==> src/rtl/mbrb_pkg.sv <==
// Package for the monochrome rectangle blitter.
// Holds request/result structs, queue entry and shared constants; no dependencies.
`timescale 1ns / 1ps
`default_nettype none
package mbrb_pkg;

  localparam int LEN_W = 8;
  localparam int POS_W = 17;
  localparam int BIDX_W = POS_W - 3;

  typedef enum logic [1:0] {
    OP_WR_SRC = 2'd0,
    OP_WR_TGT = 2'd1,
    OP_RD_TGT = 2'd2,
    OP_BLIT   = 2'd3
  } op_t;

  typedef enum logic [1:0] {
    REG_SRC_W = 2'd0,
    REG_TGT_W = 2'd1,
    REG_TGT_H = 2'd2
  } reg_idx_t;

  typedef struct packed {
    logic [1:0] operation;
    logic [9:0] byte_address;
    logic [7:0] write_data;
    logic [6:0] src_left;
    logic [5:0] src_top;
    logic [7:0] src_right;
    logic [6:0] src_bottom;
    logic [6:0] dst_left;
    logic [5:0] dst_top;
  } req_t;

  typedef struct packed {
    logic [7:0] read_data;
    logic       status;
  } res_t;

  typedef struct packed {
    op_t        op;
    logic [9:0] addr;
    logic [7:0] data;
    logic [6:0] sl;
    logic [5:0] st;
    logic [6:0] sb;
    logic [6:0] dl;
    logic [5:0] dt;
    logic [LEN_W-1:0] len;
  } entry_t;

endpackage
`default_nettype wire

==> src/rtl/mbrb_queue.sv <==
// Two-entry request queue between front and back ends.
// Depends on mbrb_pkg.
`timescale 1ns / 1ps
`default_nettype none
module mbrb_queue (
  input  wire              clk,
  input  wire              rst,
  input  wire              push,
  input  mbrb_pkg::entry_t wr_entry,
  input  wire              pop,
  output mbrb_pkg::entry_t rd_entry,
  output logic             full,
  output logic             empty
);
  import mbrb_pkg::*;

  entry_t     slots [2];
  logic       wptr;
  logic       rptr;
  logic [1:0] count;

  assign full     = (count == 2'd2);
  assign empty    = (count == 2'd0);
  assign rd_entry = slots[rptr];

  always_ff @(posedge clk) begin
    if (push) begin
      slots[wptr] <= wr_entry;
    end
  end

  always_ff @(posedge clk) begin
    if (rst) begin
      wptr  <= 1'b0;
      rptr  <= 1'b0;
      count <= 2'd0;
    end else begin
      if (push) begin
        wptr <= ~wptr;
      end
      if (pop) begin
        rptr <= ~rptr;
      end
      count <= count + 2'(push) - 2'(pop);
    end
  end

endmodule
`default_nettype wire

==> config.mk <==
export PLATFORM = sky130hd
export DESIGN_NAME = mbrb_queue
export DESIGN_NICKNAME = d
export VERILOG_FILES = /design/src/rtl/mbrb_pkg.sv /design/src/rtl/mbrb_queue.sv
export SDC_FILE = /design/constraint.sdc
export NUM_CORES = 1
export LEC_CHECK = 0
export ABC_AREA = 0
export BUFFER_PORTS_ARGS = -buffer_cell sky130_fd_sc_hd__buf_2
export CORE_MARGIN = 8
export CORE_UTILIZATION = 24
export DETAILED_ROUTE_END_ITERATION = 16
export SKIP_LAST_GASP = 1
export SLEW_MARGIN = 20
export SYNTH_ARGS = -nofsm -noshare
export SYNTH_HDL_FRONTEND = slang
export SYNTH_SLANG_ARGS = --single-unit
==> constraint.sdc <==
create_clock -name clk -period 4.7 [get_ports clk]
set_clock_uncertainty 0.1 [all_clocks]
set_input_delay 0.705 -clock clk [delete_from_list [all_inputs] [get_ports clk]]
set_output_delay 0.705 -clock clk [all_outputs]
set_load 0.02 [all_outputs]
# Word level (Yosys, flattened, before mapping)
# Memories as Yosys holds them, arrays and structs flattened. A register that Yosys moved wholly into a read port is not among the register bits.
# Index checks and enable logic that the tools add are counted.
[op_classes] muxes=4 n_bitwise=2 n_eq_ne=1 n_addsub=2 reduce_logical=1
[op_table] operator="1-bit two-way mux" n=4
[op_table] operator="2-bit by 1-bit adder with 2-bit output" n=1
[op_table] operator="2-bit == test (second input constant)" n=1
[op_table] operator="2-bit logical NOT" n=1
[op_table] operator="1-bit inverter" n=2
[op_table] operator="2-bit by 1-bit subtractor with 2-bit output" n=1
[word_totals] ram_bits=122 output_inout_bits=63 input_bits=65 n_memories=1 ff_bits=4 wordCells=14
[memory_table] memory="slots" depth=2 word_bits=61 read_ports=1 rd_clocked_by_memory_dff=1 wr=1 line="mbrb_queue.sv:17" rtl="entry_t slots [2];"

# Longest topological paths before layout
[logic_depth] ltp_word=3 mapped_depth=6 depth_no_buf=6

# Worst setup path after synthesis
# OpenSTA, ideal clock, no wires.
[synth_timing] path_type="in2reg" startpoint="input push" endpoint="memory slots[0][0] (netlist bit), enable pin" arrival_ns=3.391 path_buffers=0 setup_slack_ns=0.721 stages=1 t_required_ns=4.113 path_cell_list="nor2b_1"
[synth_between] elab_chain_cells=2
[synth_lines] item="start: declaration" line="mbrb_queue.sv:8" rtl="input wire push,"
[synth_lines] item="1-bit two-way mux" line="mbrb_queue.sv:27" rtl="if (push) begin"
[synth_lines] item="1-bit two-way mux (not written as such)" line="mbrb_queue.sv:28" rtl="slots[wptr] <= wr_entry;"
[synth_lines] item="end: declaration" line="mbrb_queue.sv:17"
# Every way passes these cells.

==> flow_metrics.tcl <==
set metrics [dict create \
    yosysSeqAreaShare_pct 76.4 \
    worstMarginPinSlew_ns 1.04 \
    synth_compound_area_share_pct 0 \
    clk_pin_slew_ns 0.06 \
    total_power_uw 2980 \
    grt_antenna_before_repair 0 \
    fin_ws_ns 1.57 \
    maxSlewHeadroom_pct 31.0 \
    grt_max_degree 62 \
    antenna_cells 0 \
    drive_gt1_share_pct 61.2 \
    synthTopCellsByArea "edfxtp_1 (74%), mux2_4 (18%), buf_12 (2.4%)" \
    cts_root_buf "clkbuf_16" \
    synth_fa_ha_area_share_pct 0.508 \
    synthesis.area_mm2 0.00492 \
    wl_um 9810 \
    grt_pass1_vias 2733 \
    ctsHoldBuffers 0 \
    cts_tree "done" \
    synth_top_cell_area_share_pct 74.4 \
    cts_buffer_depth 2 \
    critPathCaptureType "output pin" \
    period_share_pct 66.6 \
    setup_viol 0 \
    syn-mean-instance-area_um2 23.3 \
    cap_violations 0 \
    overflow 0 \
    grtUsageTotal_pct 7.86 \
    synth_area_leader_cell "edfxtp_1" \
    setup_tns_ns 0 \
    viasPerCell 3.75 \
    pre_cts_ws_ns 1.96 \
    die_area_mm2 0.0254 \
    status "finished clean" \
    syn_to_final_growth_pct 29.7 \
    worstHoldPathType "primary input to register" \
    synth_nets 278 \
    core_area_mm2 0.0202 \
    synth_edf_count 122 \
    numCtsBuffers 17 \
    fmax_mhz 320 \
    rsz0062_at_grt "no" \
    r2r-start "wptr" \
    yosys.area_share.simple_pct 0.889 \
    cts_setup_buffers 0 \
    leakage_uw 0.00250 \
    wire_per_inst_um 15.4 \
    htreeDepth 4 \
    ys_seq_elements 127 \
    synth_xor_area_share_pct 0.813 \
    ys_warn_count 0 \
    drc 0 \
    dr.pass1.iters 4 \
    synthTopCellsByCount "edfxtp_1 (122), mux2_4 (60), buf_12 (6)" \
    cts_resized 0 \
    synth_top_family_by_area "multiplexers" \
    cp_max_fo 54 \
    netlist_instances 211 \
    cp.arrival_ns 2.32 \
    die_y_um 159 \
    critPathKind "register to output pin" \
    vdd_drop_max_mv 0.209 \
    drt_iter0_drc 104 \
    synthMostInstantiatedCell "edfxtp_1" \
    hold_start "wr_entry[22]" \
    async_reset_ff_share_pct 0 \
    vias 2386 \
    clock_sinks 127 \
    io_buffers 127 \
    num-fill-cells 2014 \
    fp.dieW_um 159 \
    gp_congestion 0.680 \
    grt_pass1_wl_um 15300 \
    hold_viol 0 \
    start_kind "register" \
    slew_violations 0 \
    synthMuxAreaShare_pct 18.5 \
    synth_flop_cell "edfxtp_1" \
    worstPathRequired_ns 3.89 \
    drtAntennaViolNets 0 \
    period_needed_ns 3.13 \
    start_util_pct 24.4 \
    synth_cell_type_count 13 \
    clk_latency_ns 0.40 \
    core.rowCount 52 \
    power_density_mw_per_mm2 467 \
    nets 420 \
    boundaryPins 128 \
]
registers in the layout, indices dropped and copies added (netlist names), named ones only:
name and cells:
slots 122, count 2, wptr 1, rptr 1
layout by cell type, fill, tap and decap left out:
| master | count |
|---|---|
| clkbuf_16 | 17 |
| xnor2_1 | 2 |
| dfxtp_4 | 1 |
| nor2_1 | 5 |
| buf_2 | 127 |
| buf_4 | 2 |
| ha_1 | 2 |
| buf_12 | 1 |
| inv_1 | 2 |
| nor2b_1 | 2 |
| bufinv_16 | 2 |
| clkinvlp_4 | 4 |
| edfxtp_1 | 122 |
| clkinv_2 | 3 |
| and2_4 | 1 |
| mux2_2 | 1 |
| clkinv_4 | 4 |
| xnor3_1 | 1 |
| clkinv_1 | 2 |
| mux2_4 | 60 |
| nor2b_4 | 1 |
| dfxtp_1 | 4 |
where the power goes:
part	total, uW	switching (uW)	internal (uW)	leakage [uW]
Sequential	1370	44.1	1320	0.00119
Clock	1260	482	775	0.000270
Combinational	357	184	173	0.00104
cell families after synthesis:
kind of cell | after synthesis
XOR/XNOR | 3
adder cells (fa/ha/maj) | 2
buffers and inverters | 9
flip-flops | 127
multiplexers | 61
AND/OR/NAND/NOR | 9
per-stage QoR:
step	hold slack, ns	instances	cell area, um2	util [%]
2_1_floorplan	0.380	211	4920	-
3_3_place_gp	0.392	603	5790	28.7
3_5_place_dp	0.398	604	5810	28.8
4_1_cts	0.356	636	6390	31.7
5_1_grt	0.359	636	6390	31.7
6_report	0.387	636	6390	31.7
critical path, stage by stage, from the launching register on:
cell,delay (ns)
dfxtp_4,1.00
buf_4,0.36
mux2_4,0.32
buf_2,0.16
routing by layer:
layer  track usage (%)  part of all wire [%]  vias up
li1                  -                     -     1111
met1              8.48                    42     1189
met2              13.1                    50       81
met3              3.75                   6.7        5
met4              3.09                   1.0        0
met5                 0                     0        -
layout make-up:
class                           count  area (um2)  share of cell area [%]
Sequential cell                   127        3770                    59.0
Multi-Input combinational cell     75        1030                    16.1
Timing Repair Buffer              130         671                    10.5
Clock buffer                       17         425                    6.66
Tap cell                          270         338                    5.29
Clock inverter                     15         148                    2.31
Inverter                            2        7.51                   0.118
path summary, 6_finish.rpt:
check	depth (start not counted)	slack (ns)	endpoint
worst max-delay path	3	1.57	rd_entry[8]
worst min-delay path	1	0.39	slots[1][22]
worst max register to register	1	3.00	slots[1][53]
worst min register to register	2	0.41	rptr
No activity file was read; power rests on OpenSTA's default activity.
