==> config.mk <==
export PLATFORM = sky130hd
export DESIGN_NAME = mbrb_front
export DESIGN_NICKNAME = d
export VERILOG_FILES = /design/src/rtl/mbrb_pkg.sv /design/src/rtl/mbrb_front.sv
export SDC_FILE = /design/constraint.sdc
export NUM_CORES = 1
export LEC_CHECK = 0
export BUFFER_PORTS_ARGS = -buffer_cell sky130_fd_sc_hd__buf_2
export CORE_MARGIN = 2
export CORE_UTILIZATION = 25
export DETAILED_ROUTE_END_ITERATION = 16
export PLACE_DENSITY = 0.67
export SETUP_SLACK_MARGIN = 0.3
export SYNTH_ARGS = -nofsm -noshare
export SYNTH_HDL_FRONTEND = slang
export SYNTH_SLANG_ARGS = --single-unit
==> constraint.sdc <==
create_clock -name vclk -period 10.7
set_clock_uncertainty 0.05 [all_clocks]
set_input_delay 3.21 -clock vclk [all_inputs]
set_output_delay 3.21 -clock vclk [all_outputs]
set_load 0.02 [all_outputs]
==> src/rtl/mbrb_pkg.sv <==
// Package for the monochrome rectangle blitter.
// Holds request/result structs, queue entry and shared constants; no dependencies.
`timescale 1ns / 1ps
`default_nettype none
package mbrb_pkg;

  localparam int LEN_W = 8;
  localparam int POS_W = 17;
  localparam int BIDX_W = POS_W - 3;

  typedef enum logic [1:0] {
    OP_WR_SRC = 2'd0,
    OP_WR_TGT = 2'd1,
    OP_RD_TGT = 2'd2,
    OP_BLIT   = 2'd3
  } op_t;

  typedef enum logic [1:0] {
    REG_SRC_W = 2'd0,
    REG_TGT_W = 2'd1,
    REG_TGT_H = 2'd2
  } reg_idx_t;

  typedef struct packed {
    logic [1:0] operation;
    logic [9:0] byte_address;
    logic [7:0] write_data;
    logic [6:0] src_left;
    logic [5:0] src_top;
    logic [7:0] src_right;
    logic [6:0] src_bottom;
    logic [6:0] dst_left;
    logic [5:0] dst_top;
  } req_t;

  typedef struct packed {
    logic [7:0] read_data;
    logic       status;
  } res_t;

  typedef struct packed {
    op_t        op;
    logic [9:0] addr;
    logic [7:0] data;
    logic [6:0] sl;
    logic [5:0] st;
    logic [6:0] sb;
    logic [6:0] dl;
    logic [5:0] dt;
    logic [LEN_W-1:0] len;
  } entry_t;

endpackage
`default_nettype wire

==> src/rtl/mbrb_front.sv <==
// Front end: accepts requests, clips the row length and pushes queue entries.
// Depends on mbrb_pkg.
`timescale 1ns / 1ps
`default_nettype none
module mbrb_front #(
  parameter int MAX_ROW_BITS = 128
) (
  input  wire              in_valid,
  output logic             in_stall,
  input  mbrb_pkg::req_t   in_item,
  input  wire  [7:0]       target_width,
  input  wire              q_full,
  output logic             q_push,
  output mbrb_pkg::entry_t q_entry
);
  import mbrb_pkg::*;

  logic [7:0] span;
  logic [7:0] room;
  logic [7:0] len;

  always_comb begin
    span = in_item.src_right - {1'b0, in_item.src_left};
    room = target_width - {1'b0, in_item.dst_left};
    len  = '0;
    if (in_item.src_right > {1'b0, in_item.src_left} && target_width > {1'b0, in_item.dst_left}) begin
      len = (span < room) ? span : room;
      if (32'(len) > MAX_ROW_BITS) begin
        len = 8'(MAX_ROW_BITS);
      end
    end
  end

  assign in_stall = q_full;
  assign q_push   = in_valid & ~q_full;

  always_comb begin
    q_entry.op   = op_t'(in_item.operation);
    q_entry.addr = in_item.byte_address;
    q_entry.data = in_item.write_data;
    q_entry.sl   = in_item.src_left;
    q_entry.st   = in_item.src_top;
    q_entry.sb   = in_item.src_bottom;
    q_entry.dl   = in_item.dst_left;
    q_entry.dt   = in_item.dst_top;
    q_entry.len  = len;
  end

endmodule
`default_nettype wire

# [After elaboration in Yosys (flattened, before gate mapping)]
# Index checks and enable logic that the tools add are counted.
[word_totals] elab_cells=12 n_memories=0 ramBits=0 rom_bits=0 inputBits=71 output_inout_bits=63 regBits=0 latchBits=0
[classes] bitwise=2 mul=0 shift=0 eq_ne=0 addsub=2 muxes=3 magnitude_cmp=4 n_reduce_logical=1 div=0
[op_table] cell="two-way mux 8 bit" count=3
[op_table] cell="> comparator 8 x 7 -> 1 bit" count=2
[op_table] cell="subtractor 8 x 7 -> 8 bit" count=2
[op_table] cell="> comparator 8 bit (second input constant)" count=1
[op_table] cell="less-than comparator 8 bit" count=1
[op_table] cell="bitwise AND 1 bit" count=1
[op_table] cell="logical AND 1 bit" count=1
[op_table] cell="inverter 1 bit" count=1

# [Longest topological paths before layout]
[logic_depth] depth_word=6 depth_mapped=15 mapped_depth_nobuf=14

# [Worst setup path after synthesis]
# Ideal clock, no wire load.
[synth_path] path_type="input -> output" startpoint="in in_item[20] (netlist bit)" endpoint="out q_entry[0] (netlist bit)" setup_slack_ps=850 path_buffers=0 arrival_ps=6590 cell_stages=12 t_required_ps=7440 path_cell_list="inv_1 > ha_1 > fa_1 > nand2b_1 > a2111o_1 > o211ai_1 > ha_1 > a21o_1 > a221o_1 > nor2_1 > mux2_2 > nor4_1"
[synth_lines] element="start: declaration" line="mbrb_front.sv:10" source="input mbrb_pkg::req_t in_item,"
[synth_lines] element="end: declaration" line="mbrb_front.sv:14" source="output mbrb_pkg::entry_t q_entry"

==> results.json <==
{
  "cts_setup_buffers": 0,
  "groute.usage.overall_pct": 9.05,
  "grt_max_degree": 9,
  "critical_path.startpoint_type": "primary input",
  "synth_sequential_area_ratio_pct": 0,
  "port_buffers": 56,
  "outcome": "finished clean",
  "worstSetupEndpointType": "output port",
  "initial_utilization_pct": 26.1,
  "clock.fmax_mhz": 99.7,
  "grt_antenna_before_repair": 0,
  "globalRouteMet2Util_pct": 16.8,
  "synth_top_cell_area_share_pct": 25.9,
  "first_iter_violations": 55,
  "finish.net_count": 313,
  "mapped_cells": 216,
  "finalMaxSlewViolations": 0,
  "worstMarginPinSlew_ns": 0.638,
  "holdCritPathClass": "primary input to output port",
  "critPathLaunch": "in_item[20]",
  "gr-usage-met1_pct": 11.3,
  "gr-total-overflow": 0,
  "synth_nets": 310,
  "via_count_of_the_first_global_routing_pass": 1250,
  "post-route-min-period_ns": 10.03,
  "fin_setup_tns_ns": 0,
  "syn-cell-area_um2": 1560,
  "report.final.hold_viol_count": 0,
  "critical_path.max_fanout": 8,
  "seq_area_um2": 0,
  "worst-setup-path-type": "primary input to output port",
  "n_antenna_cell": 0,
  "die_area_um2": 6900,
  "cts_repair_resize_count": 0,
  "postRouteWirelength_um": 3400,
  "post_route_insts_no_fill": 292,
  "yosys_warnings": 0,
  "setup_slack_ns": 0.665,
  "worstSetupEndpoint": "q_entry[0]",
  "cp_data_required_time_ns": 7.44,
  "preCtsSetupSlack_ns": 0.656,
  "cts_hold_buffers": 0,
  "grt_busiest_layer": "met2",
  "cellLeakagePower_nw": 0.785,
  "ios": 134,
  "nFlopsAndLatches": 0,
  "coreArea_um2": 5990,
  "drt_first_pass_iters": 4,
  "area_growth_syn_to_layout_pct": -2.72,
  "grt_pass1_wl_um": 5550,
  "finish.utilization_pct": 25.4,
  "globalplace.congestion": 0.833,
  "timing.max_cap.violations": 0,
  "layout-drive-gt1-share_pct": 29.5,
  "synth_area_leaders": "sky130_fd_sc_hd__buf_4 26%, sky130_fd_sc_hd__ha_1 17%, sky130_fd_sc_hd__inv_1 5.8%",
  "detail_route.drc_violations": 0,
  "grt_setup_unrepaired": "no",
  "avgRoutedWirePerCell_um": 11.6,
  "worst_slew_margin_rel_pct": 57.2,
  "ant_nets": 0,
  "synth_area_per_cell_um2": 7.24,
  "power_density_nw_per_um2": 92.4,
  "yosys.area.top_type": "sky130_fd_sc_hd__buf_4",
  "grtUsageMet3_pct": 1.39,
  "n_clock_buffer": 0,
  "power.ir.vdd_worst_v": 0.0000305,
  "critical_path_arrival_ns": 6.77,
  "die_h_um": 83.1,
  "timing.hold.ws_ns": 6.37,
  "detailed_place_hpwl_um": 3020,
  "setup_viols_final": 0,
  "num_vias": 1375,
  "die_width_um": 83.1,
  "period_share_pct": 93.8,
  "place.detailed.instances": 292,
  "floorplan.rows": 28,
  "drt-vias-per-instance": 4.71,
  "synth_cell_type_count": 45
}
## Yosys cell counts
library cell / instances
sky130_fd_sc_hd__or3_1: 1
sky130_fd_sc_hd__nor3b_1: 1
sky130_fd_sc_hd__or2_1: 1
sky130_fd_sc_hd__a21o_1: 3
sky130_fd_sc_hd__or3b_2: 1
sky130_fd_sc_hd__a21oi_1: 11
sky130_fd_sc_hd__mux2i_1: 1
sky130_fd_sc_hd__a311oi_1: 1
sky130_fd_sc_hd__a2111o_1: 1
sky130_fd_sc_hd__o21bai_1: 2
sky130_fd_sc_hd__buf_4: 54
sky130_fd_sc_hd__nand3b_1: 1
sky130_fd_sc_hd__a31o_2: 1
sky130_fd_sc_hd__or4b_2: 1
sky130_fd_sc_hd__nand2b_1: 5
sky130_fd_sc_hd__o211ai_1: 1
sky130_fd_sc_hd__nor4_1: 4
sky130_fd_sc_hd__inv_1: 24
sky130_fd_sc_hd__a221oi_1: 3
sky130_fd_sc_hd__o311ai_2: 1
sky130_fd_sc_hd__xnor2_1: 4
sky130_fd_sc_hd__a221o_1: 1
sky130_fd_sc_hd__a21boi_0: 1
sky130_fd_sc_hd__nand4_1: 3
sky130_fd_sc_hd__buf_6: 1
sky130_fd_sc_hd__mux2_2: 1
sky130_fd_sc_hd__mux2_4: 1
sky130_fd_sc_hd__nor4_2: 1
sky130_fd_sc_hd__nand2_1: 6
sky130_fd_sc_hd__o21a_1: 4
sky130_fd_sc_hd__xor2_1: 5
sky130_fd_sc_hd__and3_1: 1
sky130_fd_sc_hd__nor4b_1: 1
sky130_fd_sc_hd__fa_1: 2
sky130_fd_sc_hd__o21ai_0: 5
sky130_fd_sc_hd__o32a_1: 1
sky130_fd_sc_hd__nor2b_1: 6
sky130_fd_sc_hd__and2_1: 2
sky130_fd_sc_hd__ha_1: 21
sky130_fd_sc_hd__o31ai_1: 4
sky130_fd_sc_hd__nand3_1: 7
sky130_fd_sc_hd__nor3_1: 1
sky130_fd_sc_hd__a211oi_1: 3
sky130_fd_sc_hd__nor2_1: 15
sky130_fd_sc_hd__a2111oi_2: 1
## report_power, final
group / switching [mW] / internal (mW)
combinational: 0.0827 / 0.0579
clock: 0 / 0
sequential: 0 / 0
## per-stage QoR
stage | cell area [um2] | total power, mW
3_3_place_gp | 1520 | 0.140
2_1_floorplan | 1560 | 0.133
3_5_place_dp | 1520 | 0.141
5_1_grt | 1520 | 0.158
4_1_cts | 1520 | 0.142
6_report | 1520 | 0.141
## critical path, cell delays in order
cell and delay, ns:
sky130_fd_sc_hd__buf_2 0.07, sky130_fd_sc_hd__inv_1 0.03, sky130_fd_sc_hd__ha_1 0.22, sky130_fd_sc_hd__fa_1 0.41
sky130_fd_sc_hd__nand2b_1 0.21, sky130_fd_sc_hd__a2111o_1 0.38, sky130_fd_sc_hd__o211ai_1 0.18, sky130_fd_sc_hd__ha_1 0.31
sky130_fd_sc_hd__a21o_1 0.18, sky130_fd_sc_hd__a221o_1 0.38, sky130_fd_sc_hd__nor2_1 0.36, sky130_fd_sc_hd__mux2_2 0.38
sky130_fd_sc_hd__nor4_1 0.23, sky130_fd_sc_hd__buf_2 0.23
## final cells by class
type / instances / area (um2)
Inverter: 24 / 90.1
Multi-Input combinational cell: 137 / 1060
Tap cell: 75 / 93.8
Fill cell: 668 / 4470
Timing Repair Buffer: 56 / 280
## cell usage in the layout, fill, tap and decap left out, drive strengths merged, types with 3 or more instances in the layout
cell / n
a21o: 3
xor2: 5
nand2b: 5
a221oi: 3
nand4: 3
o21a: 4
a211oi: 3
xnor2: 4
inv: 24
nor2: 15
nand2: 6
ha: 21
nand3: 7
a21oi: 11
nor2b: 6
nor4: 5
o21ai: 5
o31ai: 4
buf: 56
## how the worst min path moves through the flow
stage | endpoint | cells after the start | start | slack [ns]
finish | q_entry[10] | 0 | in_item[2] | 6.37
global route | q_entry[10] | 0 | in_item[2] | 6.37
CTS | q_entry[11] | 0 | in_item[3] | 6.37
detailed placement | q_entry[11] | 0 | in_item[3] | 6.37
global placement | q_entry[11] | 0 | in_item[3] | 6.37
floorplan | q_push | 1 | q_full | 6.45
## metal layers
| metal | wire [um] | vias up |
|---|---|---|
| met3 | 256 | 10 |
| met4 | 25 | 0 |
| li1 | - | 702 |
| met5 | 0 | - |
| met1 | 1480 | 622 |
| met2 | 1640 | 41 |
## cell families after synthesis
| family | count (synthesis) | share of synthesized area [%] |
|---|---|---|
| xor gates and xnor gates | 9 | 5.04 |
| AOI/OAI and AO/OA | 44 | 20.6 |
| buffers and inverters | 79 | 32.4 |
| and+or+nand+nor | 58 | 20.3 |
| adders and majority gates | 23 | 19.4 |
| muxes | 3 | 2.32 |
Power figures use the tool's default switching activity.
